--- config.mk ---
export PLATFORM = sky130hd
export DESIGN_NAME = tebi_seq
export DESIGN_NICKNAME = d
export VERILOG_FILES = /design/src/rtl/tebi_pkg.sv /design/src/rtl/tebi_seq.sv
export SDC_FILE = /design/constraint.sdc
export NUM_CORES = 1
export LEC_CHECK = 0
export BUFFER_PORTS_ARGS = -buffer_cell sky130_fd_sc_hd__buf_2
export CAP_MARGIN = 20
export CORE_AREA = 2 2 75 77
export CTS_BUF_LIST = sky130_fd_sc_hd__clkbuf_8
export CTS_CLUSTER_SIZE = 25
export DETAILED_ROUTE_END_ITERATION = 8
export DIE_AREA = 0 0 77 79
export GPL_TIMING_DRIVEN = 0
export PLACE_DENSITY = 0.76
export SYNTH_ARGS = -nofsm -noshare
export SYNTH_HDL_FRONTEND = slang
export SYNTH_SLANG_ARGS = --single-unit
--- constraint.sdc ---
create_clock -name clk -period 3.6 [get_ports clk]
set_input_delay 0 -clock clk [delete_from_list [all_inputs] [get_ports clk]]
set_output_delay 0 -clock clk [all_outputs]
set_load 0.01 [all_outputs]
--- src/rtl/tebi_pkg.sv ---
// ----------------------------------------------------------------------------
// tebi_pkg
// Types, constants and byte table of the ESC/POS bit image encoder.
// ----------------------------------------------------------------------------
package tebi_pkg;

  localparam int MAX_WIDTH   = 2048;
  localparam int MAX_HEIGHT  = 4096;
  localparam int STRIPE_ROWS = 24;
  localparam int COL_W       = $clog2(MAX_WIDTH);
  localparam int ROW_W       = $clog2(MAX_HEIGHT);
  localparam int SROW_W      = $clog2(STRIPE_ROWS);
  localparam int STORE_W     = STRIPE_ROWS - 1;
  localparam int WIDTH_W     = 12;
  localparam int HEIGHT_W    = 13;
  localparam int THR_W       = 9;
  localparam int CFG_DATA_W  = 13;
  localparam int LUM_W       = 16;
  localparam int NUM_SLOTS   = 14;
  localparam int SLOT_W      = 4;

  // Configuration register indexes
  typedef enum logic [1:0] {
    CFG_WIDTH  = 2'd0,
    CFG_HEIGHT = 2'd1,
    CFG_THRESH = 2'd2
  } cfg_idx_t;

  // Byte slots of the output sequence for one pixel
  localparam logic [SLOT_W-1:0] SLOT_PRO0 = 4'd0;
  localparam logic [SLOT_W-1:0] SLOT_PRO1 = 4'd1;
  localparam logic [SLOT_W-1:0] SLOT_PRO2 = 4'd2;
  localparam logic [SLOT_W-1:0] SLOT_HDR0 = 4'd3;
  localparam logic [SLOT_W-1:0] SLOT_HDR1 = 4'd4;
  localparam logic [SLOT_W-1:0] SLOT_HDR2 = 4'd5;
  localparam logic [SLOT_W-1:0] SLOT_WLO  = 4'd6;
  localparam logic [SLOT_W-1:0] SLOT_WHI  = 4'd7;
  localparam logic [SLOT_W-1:0] SLOT_COL0 = 4'd8;
  localparam logic [SLOT_W-1:0] SLOT_COL1 = 4'd9;
  localparam logic [SLOT_W-1:0] SLOT_COL2 = 4'd10;
  localparam logic [SLOT_W-1:0] SLOT_EOL  = 4'd11;
  localparam logic [SLOT_W-1:0] SLOT_FIN0 = 4'd12;
  localparam logic [SLOT_W-1:0] SLOT_FIN1 = 4'd13;

  // Command bytes
  localparam logic [7:0] BYTE_ESC     = 8'h1B;
  localparam logic [7:0] BYTE_SPACING = 8'h33;
  localparam logic [7:0] BYTE_DOTS24  = 8'd24;
  localparam logic [7:0] BYTE_IMAGE   = 8'h2A;
  localparam logic [7:0] BYTE_MODE33  = 8'd33;
  localparam logic [7:0] BYTE_LF      = 8'h0A;

  // Classified pixel, one per accepted transaction
  typedef struct packed {
    logic [COL_W-1:0]   col;
    logic [SROW_W-1:0]  srow;
    logic               dot;
    logic               prologue;
    logic               sending;
    logic               header;
    logic               eol;
    logic               fin;
    logic [WIDTH_W-1:0] width;
  } pix_t;

  // Work handed to the byte sequencer
  typedef struct packed {
    logic [NUM_SLOTS-1:0]   mask;
    logic [STRIPE_ROWS-1:0] bits;
    logic [WIDTH_W-1:0]     width;
  } desc_t;

  // Column byte: top row of the group lands in bit 7
  function automatic logic [7:0] col_byte(input logic [7:0] grp);
    logic [7:0] res;
    for (int j = 0; j < 8; j++) res[7-j] = grp[j];
    return res;
  endfunction

  function automatic logic [7:0] slot_byte(input logic [SLOT_W-1:0]      slot,
                                           input logic [STRIPE_ROWS-1:0] bits,
                                           input logic [WIDTH_W-1:0]     width);
    logic [7:0] res;
    unique case (slot)
      SLOT_PRO0: res = BYTE_ESC;
      SLOT_PRO1: res = BYTE_SPACING;
      SLOT_PRO2: res = BYTE_DOTS24;
      SLOT_HDR0: res = BYTE_ESC;
      SLOT_HDR1: res = BYTE_IMAGE;
      SLOT_HDR2: res = BYTE_MODE33;
      SLOT_WLO:  res = width[7:0];
      SLOT_WHI:  res = {{(16-WIDTH_W){1'b0}}, width[WIDTH_W-1:8]};
      SLOT_COL0: res = col_byte(bits[7:0]);
      SLOT_COL1: res = col_byte(bits[15:8]);
      SLOT_COL2: res = col_byte(bits[23:16]);
      SLOT_EOL:  res = BYTE_LF;
      SLOT_FIN0: res = BYTE_LF;
      SLOT_FIN1: res = BYTE_LF;
      default:   res = BYTE_LF;
    endcase
    return res;
  endfunction

endpackage

--- src/rtl/tebi_seq.sv ---
// ----------------------------------------------------------------------------
// tebi_seq
// Byte sequencer: sends the pending slots of one pixel, one byte a cycle while out_ready is high.
// ----------------------------------------------------------------------------
module tebi_seq
  import tebi_pkg::*;
(
  input  logic       clk,
  input  logic       rst_n,
  input  desc_t      d,
  input  logic       d_valid,
  output logic       d_ready,
  output logic       out_valid,
  input  logic       out_ready,
  output logic [7:0] out_byte,
  output logic       run_end,
  output logic       image_end
);

  logic [NUM_SLOTS-1:0]   mask_r, mask_nxt;
  logic [STRIPE_ROWS-1:0] bits_r;
  logic [WIDTH_W-1:0]     width_r;
  logic [SLOT_W-1:0]      slot;
  logic [NUM_SLOTS-1:0]   slot_bit;
  logic                   load;

  // Lowest pending slot goes next
  always_comb begin
    slot = '0;
    for (int i = NUM_SLOTS - 1; i >= 0; i--) begin
      if (mask_r[i]) slot = SLOT_W'(i);
    end
  end

  assign slot_bit  = NUM_SLOTS'(1) << slot;
  assign out_valid = mask_r != '0;
  assign run_end   = (mask_r & ~slot_bit) == '0;
  assign image_end = slot == SLOT_FIN1;
  assign out_byte  = slot_byte(slot, bits_r, width_r);

  // Take new work when empty or when the last byte leaves now
  assign d_ready = !out_valid || (out_ready && run_end);
  assign load    = d_valid && d_ready;

  always_comb begin
    mask_nxt = mask_r;
    if (out_valid && out_ready) mask_nxt = mask_r & ~slot_bit;
    if (load)                   mask_nxt = d.mask;
  end

  always_ff @(posedge clk) begin
    if (load) begin
      bits_r  <= d.bits;
      width_r <= d.width;
    end
  end

  always_ff @(posedge clk) begin
    if (!rst_n) mask_r <= '0;
    else        mask_r <= mask_nxt;
  end

endmodule

==> results_dict.tcl <==
set metrics [dict create \
    syn-num-nets 294 \
    hold_violations 0 \
    die_area_sq_um 6080 \
    routed_via_density 5.77 \
    drive_above_1_share 0.268 \
    outcome "finished, final reports clean" \
    synth_common_cells "edfxtp_1 (36), nand2_1 (30), nor2_1 (17)" \
    synth_warnings 0 \
    crit_fanout 18 \
    antenna_found_initial 0 \
    slew_headroom 0.466 \
    seq_area_frac_synth 0.545 \
    synth.most_common_cell "edfxtp_1" \
    drc 0 \
    post-synth-top-area-fraction 0.433 \
    ys_types 53 \
    synth_seq_cells 50 \
    io_buffers 64 \
    dpl.hpwl_mm 4.69 \
    fillerInstances 429 \
    rows 27 \
    setup_viol 0 \
    cts.path.max_buffers 2 \
    maxCapViolCount 0 \
    syn2layout_area_growth_pct 44.6 \
    start_util 0.468 \
    insertion_delay_ns 0.31 \
    finalMaxSlewViolations 0 \
    synth_flop_cell "edfxtp_1" \
    avgSynthCellArea_sq_um 10.4 \
    initialDrtViolationCount 295 \
    postRouteAntennaNets 0 \
    gp_congestion 0.938 \
    cts.sinks 50 \
    syn-cell-area_sq_um 2500 \
    drt_wl_total_mm 7.84 \
    rsz0062_at_grt "no" \
    num_vias 2526 \
    synthTopCellsByArea "edfxtp_1 (43%), dfxtp_1 (11%), nand2_1 (4.5%)" \
    max_slew.worst_pin.slew_ns 0.794 \
    clockRootBuffer "clkbuf_8" \
    wl_per_cell_microns 17.9 \
    fin_area_sq_um 3610 \
    fin_nets 419 \
    die_height_microns 79 \
    synthCells 240 \
    start_kind "register" \
    max_freq_ghz 0.291 \
    clk_pin_slew_ns 0.10 \
    grt_use_total 0.262 \
    fin_crit_ns 3.43 \
    yosysTopAreaCell "edfxtp_1" \
    hp-class "in2reg" \
    crit_arrival_ns 3.43 \
    antenna_cells 0 \
    grt_pass1_wl_mm 12.3 \
    critPathCaptureType "register" \
    die_w_microns 77 \
    cp.required_ns 3.60 \
    crit_type "reg2reg" \
    synth-edff-count 36 \
    grt_pass1_vias 2458 \
    io_pins 66 \
    cts_tree "built" \
    dr.pass1.iters 4 \
    overflow 0 \
    htreeDepth 2 \
    placed_area_sq_um 2910 \
    synthArstFlopShare 0 \
    cts_buffers 5 \
    core-area_sq_um 5340 \
    skew_ns 0.00925 \
    post-route-period-util 0.953 \
    grt_max_degree 19 \
]
[metal layers]
layer / routed length (microns) / track usage
met1: 3190 / 0.317
met2: 3980 / 0.474
met3: 574 / 0.0636
met4: 96 / 0.0661
met5: 0 / 0
[area by class of cell]
type                            count  area, sq um  area share
Timing Repair Buffer              118          851       0.236
Clock buffer                        5         68.8      0.0191
Sequential cell                    50         1360       0.377
Tap cell                           72         90.1      0.0249
Buffer                             12         56.3      0.0156
Multi-Input combinational cell    170         1120       0.312
Inverter                            8         30.0     0.00832
Clock inverter                      3         28.8     0.00797
[kinds of logic (layout without fill, tap and decap cells)]
group | count (synthesis) | after routing | synth area share
buffers and inverters | 21 | 146 | 0.0356
flip-flops | 50 | 50 | 0.545
AO/OA/AOI/OAI | 85 | 85 | 0.256
AND/OR/NAND/NOR | 84 | 85 | 0.163
[stage by stage]
stage	util	std cells	worst slack, ns	setup TNS, ns	hold WS, ns
3_5_place_dp	0.545	376	-0.352	-12.60	0.178
3_3_place_gp	0.545	376	-0.342	-12.25	0.177
2_1_floorplan	-	240	0.158	0	0.0989
4_1_cts	0.665	435	0.0114	0	0.0438
6_report	0.677	438	0.168	0	0.0408
5_1_grt	0.677	438	0.0269	0	0.0491
[repair_timing]
item,CTS,global route
resized for setup,5,8
endpoints found under the hold margin,50,0
endpoints found under the setup margin,37,50
pin swaps,2,2
hold buffers,50,0
setup buffers,0,4
gates cloned,1,0
[critical path: stages, from the launching register on]
cell	delay [ns]
dfxtp_1	0.32
buf_2	0.17
or4_4	0.60
buf_6	0.18
a2111oi_4	0.30
o211ai_1	0.13
nor4_2	0.32
o2111ai_2	0.26
o41ai_4	0.37
buf_4	0.18
and2_4	0.29
[cells in the final DEF (no fill, tap or decap), types with 4 or more instances in the layout]
cell type,count
inv_1,8
nor2_1,17
clkbuf_8,5
nand2_1,30
clkbuf_1,8
a221o_1,6
o211ai_1,4
edfxtp_1,36
nand3_1,6
dfxtp_1,14
o21ai_1,10
o311ai_0,6
a21oi_1,11
buf_4,4
o21ai_0,11
buf_2,66
dlygate4sd3_1,50
nor3_1,8
[state kept, by name, summed over array words and instances (netlist names)]
signal	flops
width_r	12
mask_r	14
bits_r	24
[final timing paths]
check / startpoint / endpoint / slack, ns / cells after the start
setup reg to reg: mask_r[0] / width_r[0] / 0.17 / 10
hold / removal: d_valid / mask_r[11] / 0.04 / 2
hold reg to reg: mask_r[13] / mask_r[13] / 0.54 / 2
setup / recovery: mask_r[0] / width_r[0] / 0.17 / 10
Power is not shown: default switching activity piles up to over one toggle a cycle in this logic, so the estimate is an artifact.
