File: src/rtl/tebi_pkg.sv
// ----------------------------------------------------------------------------
// tebi_pkg
// Types, constants and byte table of the ESC/POS bit image encoder.
// ----------------------------------------------------------------------------
package tebi_pkg;

  localparam int MAX_WIDTH   = 2048;
  localparam int MAX_HEIGHT  = 4096;
  localparam int STRIPE_ROWS = 24;
  localparam int COL_W       = $clog2(MAX_WIDTH);
  localparam int ROW_W       = $clog2(MAX_HEIGHT);
  localparam int SROW_W      = $clog2(STRIPE_ROWS);
  localparam int STORE_W     = STRIPE_ROWS - 1;
  localparam int WIDTH_W     = 12;
  localparam int HEIGHT_W    = 13;
  localparam int THR_W       = 9;
  localparam int CFG_DATA_W  = 13;
  localparam int LUM_W       = 16;
  localparam int NUM_SLOTS   = 14;
  localparam int SLOT_W      = 4;

  // Configuration register indexes
  typedef enum logic [1:0] {
    CFG_WIDTH  = 2'd0,
    CFG_HEIGHT = 2'd1,
    CFG_THRESH = 2'd2
  } cfg_idx_t;

  // Byte slots of the output sequence for one pixel
  localparam logic [SLOT_W-1:0] SLOT_PRO0 = 4'd0;
  localparam logic [SLOT_W-1:0] SLOT_PRO1 = 4'd1;
  localparam logic [SLOT_W-1:0] SLOT_PRO2 = 4'd2;
  localparam logic [SLOT_W-1:0] SLOT_HDR0 = 4'd3;
  localparam logic [SLOT_W-1:0] SLOT_HDR1 = 4'd4;
  localparam logic [SLOT_W-1:0] SLOT_HDR2 = 4'd5;
  localparam logic [SLOT_W-1:0] SLOT_WLO  = 4'd6;
  localparam logic [SLOT_W-1:0] SLOT_WHI  = 4'd7;
  localparam logic [SLOT_W-1:0] SLOT_COL0 = 4'd8;
  localparam logic [SLOT_W-1:0] SLOT_COL1 = 4'd9;
  localparam logic [SLOT_W-1:0] SLOT_COL2 = 4'd10;
  localparam logic [SLOT_W-1:0] SLOT_EOL  = 4'd11;
  localparam logic [SLOT_W-1:0] SLOT_FIN0 = 4'd12;
  localparam logic [SLOT_W-1:0] SLOT_FIN1 = 4'd13;

  // Command bytes
  localparam logic [7:0] BYTE_ESC     = 8'h1B;
  localparam logic [7:0] BYTE_SPACING = 8'h33;
  localparam logic [7:0] BYTE_DOTS24  = 8'd24;
  localparam logic [7:0] BYTE_IMAGE   = 8'h2A;
  localparam logic [7:0] BYTE_MODE33  = 8'd33;
  localparam logic [7:0] BYTE_LF      = 8'h0A;

  // Classified pixel, one per accepted transaction
  typedef struct packed {
    logic [COL_W-1:0]   col;
    logic [SROW_W-1:0]  srow;
    logic               dot;
    logic               prologue;
    logic               sending;
    logic               header;
    logic               eol;
    logic               fin;
    logic [WIDTH_W-1:0] width;
  } pix_t;

  // Work handed to the byte sequencer
  typedef struct packed {
    logic [NUM_SLOTS-1:0]   mask;
    logic [STRIPE_ROWS-1:0] bits;
    logic [WIDTH_W-1:0]     width;
  } desc_t;

  // Column byte: top row of the group lands in bit 7
  function automatic logic [7:0] col_byte(input logic [7:0] grp);
    logic [7:0] res;
    for (int j = 0; j < 8; j++) res[7-j] = grp[j];
    return res;
  endfunction

  function automatic logic [7:0] slot_byte(input logic [SLOT_W-1:0]      slot,
                                           input logic [STRIPE_ROWS-1:0] bits,
                                           input logic [WIDTH_W-1:0]     width);
    logic [7:0] res;
    unique case (slot)
      SLOT_PRO0: res = BYTE_ESC;
      SLOT_PRO1: res = BYTE_SPACING;
      SLOT_PRO2: res = BYTE_DOTS24;
      SLOT_HDR0: res = BYTE_ESC;
      SLOT_HDR1: res = BYTE_IMAGE;
      SLOT_HDR2: res = BYTE_MODE33;
      SLOT_WLO:  res = width[7:0];
      SLOT_WHI:  res = {{(16-WIDTH_W){1'b0}}, width[WIDTH_W-1:8]};
      SLOT_COL0: res = col_byte(bits[7:0]);
      SLOT_COL1: res = col_byte(bits[15:8]);
      SLOT_COL2: res = col_byte(bits[23:16]);
      SLOT_EOL:  res = BYTE_LF;
      SLOT_FIN0: res = BYTE_LF;
      SLOT_FIN1: res = BYTE_LF;
      default:   res = BYTE_LF;
    endcase
    return res;
  endfunction

endpackage

File: src/rtl/tebi_front.sv
// ----------------------------------------------------------------------------
// tebi_front
// Pixel classifier: luminance threshold and image position counters.
// ----------------------------------------------------------------------------
module tebi_front
  import tebi_pkg::*;
(
  input  logic                clk,
  input  logic                rst_n,
  input  logic [WIDTH_W-1:0]  image_width,
  input  logic [HEIGHT_W-1:0] image_height,
  input  logic [THR_W-1:0]    dark_threshold,
  input  logic [7:0]          red,
  input  logic [7:0]          green,
  input  logic [7:0]          blue,
  input  logic                accept,
  output pix_t                pix
);

  logic [COL_W-1:0]    col_cnt_r, col_cnt_nxt;
  logic [ROW_W-1:0]    row_cnt_r, row_cnt_nxt;
  logic [SROW_W-1:0]   srow_r, srow_nxt;
  logic [WIDTH_W-1:0]  w_eff;
  logic [HEIGHT_W-1:0] h_eff;
  logic [LUM_W-1:0]    lum;
  logic [LUM_W-1:0]    lum_limit;
  logic                last_col;
  logic                last_row;

  // Clamp the configured sizes into range
  always_comb begin
    if (image_width == '0)                            w_eff = WIDTH_W'(1);
    else if (image_width > WIDTH_W'(MAX_WIDTH))       w_eff = WIDTH_W'(MAX_WIDTH);
    else                                              w_eff = image_width;
    if (image_height == '0)                           h_eff = HEIGHT_W'(1);
    else if (image_height > HEIGHT_W'(MAX_HEIGHT))    h_eff = HEIGHT_W'(MAX_HEIGHT);
    else                                              h_eff = image_height;
  end

  // 30r + 59g + 11b against 100 x threshold, exact
  assign lum = LUM_W'(LUM_W'(red) * LUM_W'(30)) + LUM_W'(LUM_W'(green) * LUM_W'(59))
             + LUM_W'(LUM_W'(blue) * LUM_W'(11));
  assign lum_limit = LUM_W'(LUM_W'(dark_threshold) * LUM_W'(100));

  assign last_col = (WIDTH_W'(col_cnt_r) + WIDTH_W'(1)) >= w_eff;
  assign last_row = (HEIGHT_W'(row_cnt_r) + HEIGHT_W'(1)) >= h_eff;

  // Classification of the pixel at the head of the input
  always_comb begin
    pix.col      = col_cnt_r;
    pix.srow     = srow_r;
    pix.dot      = lum < lum_limit;
    pix.prologue = (col_cnt_r == '0) && (row_cnt_r == '0);
    pix.sending  = (srow_r == SROW_W'(STRIPE_ROWS - 1)) || last_row;
    pix.header   = pix.sending && (col_cnt_r == '0);
    pix.eol      = pix.sending && last_col;
    pix.fin      = pix.sending && last_col && last_row;
    pix.width    = w_eff;
  end

  // Position update
  always_comb begin
    col_cnt_nxt = col_cnt_r;
    row_cnt_nxt = row_cnt_r;
    srow_nxt    = srow_r;
    if (accept) begin
      if (last_col) begin
        col_cnt_nxt = '0;
        if (last_row) begin
          row_cnt_nxt = '0;
          srow_nxt    = '0;
        end else begin
          row_cnt_nxt = row_cnt_r + ROW_W'(1);
          srow_nxt    = (srow_r == SROW_W'(STRIPE_ROWS - 1)) ? '0 : srow_r + SROW_W'(1);
        end
      end else begin
        col_cnt_nxt = col_cnt_r + COL_W'(1);
      end
    end
  end

  always_ff @(posedge clk) begin
    if (!rst_n) begin
      col_cnt_r <= '0;
      row_cnt_r <= '0;
      srow_r    <= '0;
    end else begin
      col_cnt_r <= col_cnt_nxt;
      row_cnt_r <= row_cnt_nxt;
      srow_r    <= srow_nxt;
    end
  end

endmodule

File: config.mk
export PLATFORM = sky130hd
export DESIGN_NAME = tebi_front
export DESIGN_NICKNAME = d
export VERILOG_FILES = /design/src/rtl/tebi_pkg.sv /design/src/rtl/tebi_front.sv
export SDC_FILE = /design/constraint.sdc
export NUM_CORES = 1
export LEC_CHECK = 0
export ABC_AREA = 1
export BUFFER_PORTS_ARGS = -buffer_cell sky130_fd_sc_hd__buf_4
export CAP_MARGIN = 20
export CORE_MARGIN = 3
export CORE_UTILIZATION = 52
export CTS_CLUSTER_DIAMETER = 30
export DETAILED_ROUTE_END_ITERATION = 16
export PLACE_DENSITY = 0.73
export SYNTH_ARGS = -nofsm -noshare
export SYNTH_HDL_FRONTEND = slang
export SYNTH_SLANG_ARGS = --single-unit
File: constraint.sdc
create_clock -name clk -period 8.5 [get_ports clk]
set_clock_uncertainty 0.2 [all_clocks]
set_input_delay 0.85 -clock clk [delete_from_list [all_inputs] [get_ports clk]]
set_output_delay 0.85 -clock clk [all_outputs]
set_load 0.05 [all_outputs]
==> results.txt <==
status: completed
Slew Limit Headroom: 48.43%
1st-iter DRT viols: 253
initial antenna violation count: 0
top cells by area, synth: ha_1, fa_1, inv_1
Yosys Warn Count: 0
slowest cell delay on critical path: 0.55 ns
CTS sink count: 28
DR vias: 5933
Final Wtd Congestion: 0.8821
Die X: 120.7 µm
layout cells sized above 1: 10.48%
Startpoint Class: input pin
starting density of the core: 53.78%
Post-synth ARST share: 0%
die area: 0.01457 mm²
PD cells: 367.0 mW/mm²
setup TNS: 0 ns
Post-CTS Hold Buffers: 0
CTS max path bufs: 2
vias per cell: 4.932
CTS Root Cell: clkbuf_16
row count: 41
core area: 0.01272 mm²
Final ANT Viol Nets: 0
Main synth FF type: dfxtp_1
minimum clock period: 7.906 ns
mux cell area share after synthesis: 0%
Mapped Area: 0.006842 mm²
largest family of logic cells by synthesized area: adder cells
data arrival time of the critical path: 6.86 ns
Max Freq: 126.5 MHz
Total GRT Usage: 19.85%
number of flops mapped to enable cells by yosys: 0
placed cell count: 1199
register area share after synthesis: 8.193%
Final Hold Viols: 0
Total Routed Length: 14000 µm
Max Slew Vio Count: 0
synth-to-layout area growth: 13.66%
final std cells w/o fill: 1203
Post-Syn Nets: 1212
Overflow after GRT: 0
Post-route DRC: 0
global routing's busiest layer: met2
Num CTS Buffers: 3
vias in the first global route: 5637
Slowest-stage cell, CP: fa_1
Synth Area in Compound Gates: 7.553%
Worst-Margin Slew: 0.7728 ns
drt first pass iters: 5
port bufs: 94
die height: 120.7 µm
syn_area_per_cell: 7.240 µm²
# setup viols final: 0
WHS Path Cells: 2
Worst R2R End: col_cnt_r[5]$_SDFFE_PN0P_
diode count: 0
flops & latches, synth: 28
num ports: 95
most used cell, CP: a21oi_1
Synth cell types: 33
Max Cap Violations: 0
Post-Syn Instances: 945
reg2reg setup slack: 5.07 ns
most frequent cell after synthesis: inv_1
XOR/XNOR Fraction of Synth Area: 4.737%
Worst setup startpoint: red[3]
Final Cycle Share: 93.02%
met3 GRT Util: 2.806%
worst reg2reg path depth: 17
clk slew on worst S/H paths: 0.07 ns
Setup Crit Path Kind: in2out
Tot Pwr: 0.002854 W
Leak Pwr: 4.412 nW
CP Max Fanout: 5
leading area contributor after synthesis: ha_1
crit path to: pix[17]
RR Startpoint: col_cnt_r[0]$_SDFFE_PN0P_
CP required: 7.45 ns
largest net degree at the start of global routing: 29
top-area cell type share of the netlist area: 25.24%
met1 Resource Use GR: 28.44%
hold path start: col_cnt_r[8]$_SDFFE_PN0P_
top cells by count, synth: inv_1, nand2_1, ha_1
area share of fa/ha/maj cells after synthesis: 45.14%
worst vdd ir: 376.4 µV
final net count: 1299
CP Capture Type: primary output
clk_lat worst skew: 0.26 ns
worst hold path class: reg2reg
met2 Track Usage GR: 33.18%
cts repair resizes: 0
first-pass GRT wire length: 24590 µm
Final HPWL DP: 12270 µm
postcts setup bufs: 0
TritonCTS clock tree: done
simple-gate share of the synthesized area: 21.32%
routed length per placed instance: 11.64 µm
H-tree depth: 1
RSZ-0062 raised after global routing: false
[power by group]
group	total [W]	internal, W	leakage [nW]	switching (W)
registers	0.000137	0.000133	0.226	0.00000331
clock network	0.000120	0.0000723	0.0442	0.0000476
logic	0.00260	0.00105	4.14	0.00155
total	0.00285	0.00126	4.41	0.00160
[critical path, delay by kind of cell]
family | cells | cell delay [ns]
buffers and inverters | 7 | 0.69
AO/OA/AOI/OAI | 11 | 1.74
adder cells (fa/ha/maj) | 8 | 3.28
AND/OR/NAND/NOR | 5 | 0.31
[sequential cells by signal, summed over array words and instances (netlist names)]
| signal | flops |
|---|---|
| row_cnt_r | 12 |
| srow_r | 5 |
| col_cnt_r | 11 |
[final cells by class]
| cell class | count | area [µm²] |
|---|---|---|
| fillers | 1220 | 4946 |
| repair buffers | 94 | 705.7 |
| multi-input cells | 687 | 5388 |
| clock buffers | 4 | 88.84 |
| inverters | 218 | 818.3 |
| well taps | 172 | 215.2 |
| flip-flops and latches | 28 | 560.5 |
[how the worst min path moves through the flow]
stage                     slack [ns]                         end
after floorplan                 0.29  row_cnt_r[10]$_SDFFE_PN0P_
after global placement          0.28   col_cnt_r[8]$_SDFFE_PN0P_
after detailed placement        0.28   col_cnt_r[8]$_SDFFE_PN0P_
after CTS                       0.29   col_cnt_r[8]$_SDFFE_PN0P_
after global routing            0.33   col_cnt_r[8]$_SDFFE_PN0P_
final                           0.29   col_cnt_r[8]$_SDFFE_PN0P_
[routing by layer]
| metal | vias to the layer above | routed length (µm) |
|---|---|---|
| li1 | 3115 | - |
| met1 | 2694 | 6838 |
| met2 | 116 | 6391 |
| met3 | 8 | 705 |
| met4 | 0 | 68 |
| met5 | - | 0 |
[layout by cell type (no fill, tap or decap), types with 3 or more instances in the layout]
cell,instances
ha_1,138
inv_1,217
dfxtp_1,28
nor3_1,12
xor2_1,22
buf_4,94
o21a_1,3
nor2_1,70
fa_1,68
o211ai_1,3
nand3_1,49
clkbuf_16,3
nand4_1,11
nor4_1,4
a21oi_1,57
xnor2_1,15
o21ai_0,20
o21bai_1,5
nand2_1,196
[logic make-up (layout without fill, tap and decap cells)]
kind of cell | count (synthesis) | count (layout)
adder cells (fa/ha/maj) | 206 | 206
buffers and inverters | 230 | 316
AND/OR/NAND/NOR | 351 | 351
XOR/XNOR | 37 | 37
AO/OA/AOI/OAI | 93 | 93
flip-flops | 28 | 28
[through the flow]
stage,instance area [µm²],setup slack [ns],hold slack (ns),utilization [%]
6_report,7776,0.5936,0.2893,61.12
5_1_grt,7776,0.09003,0.3329,61.12
4_1_cts,7776,0.5787,0.2905,61.12
3_5_place_dp,7687,0.6067,0.2796,60.42
3_3_place_gp,7687,0.7636,0.2798,60.42
2_1_floorplan,6842,0.7736,0.2859,-
Power figures use the tool's default switching activity.
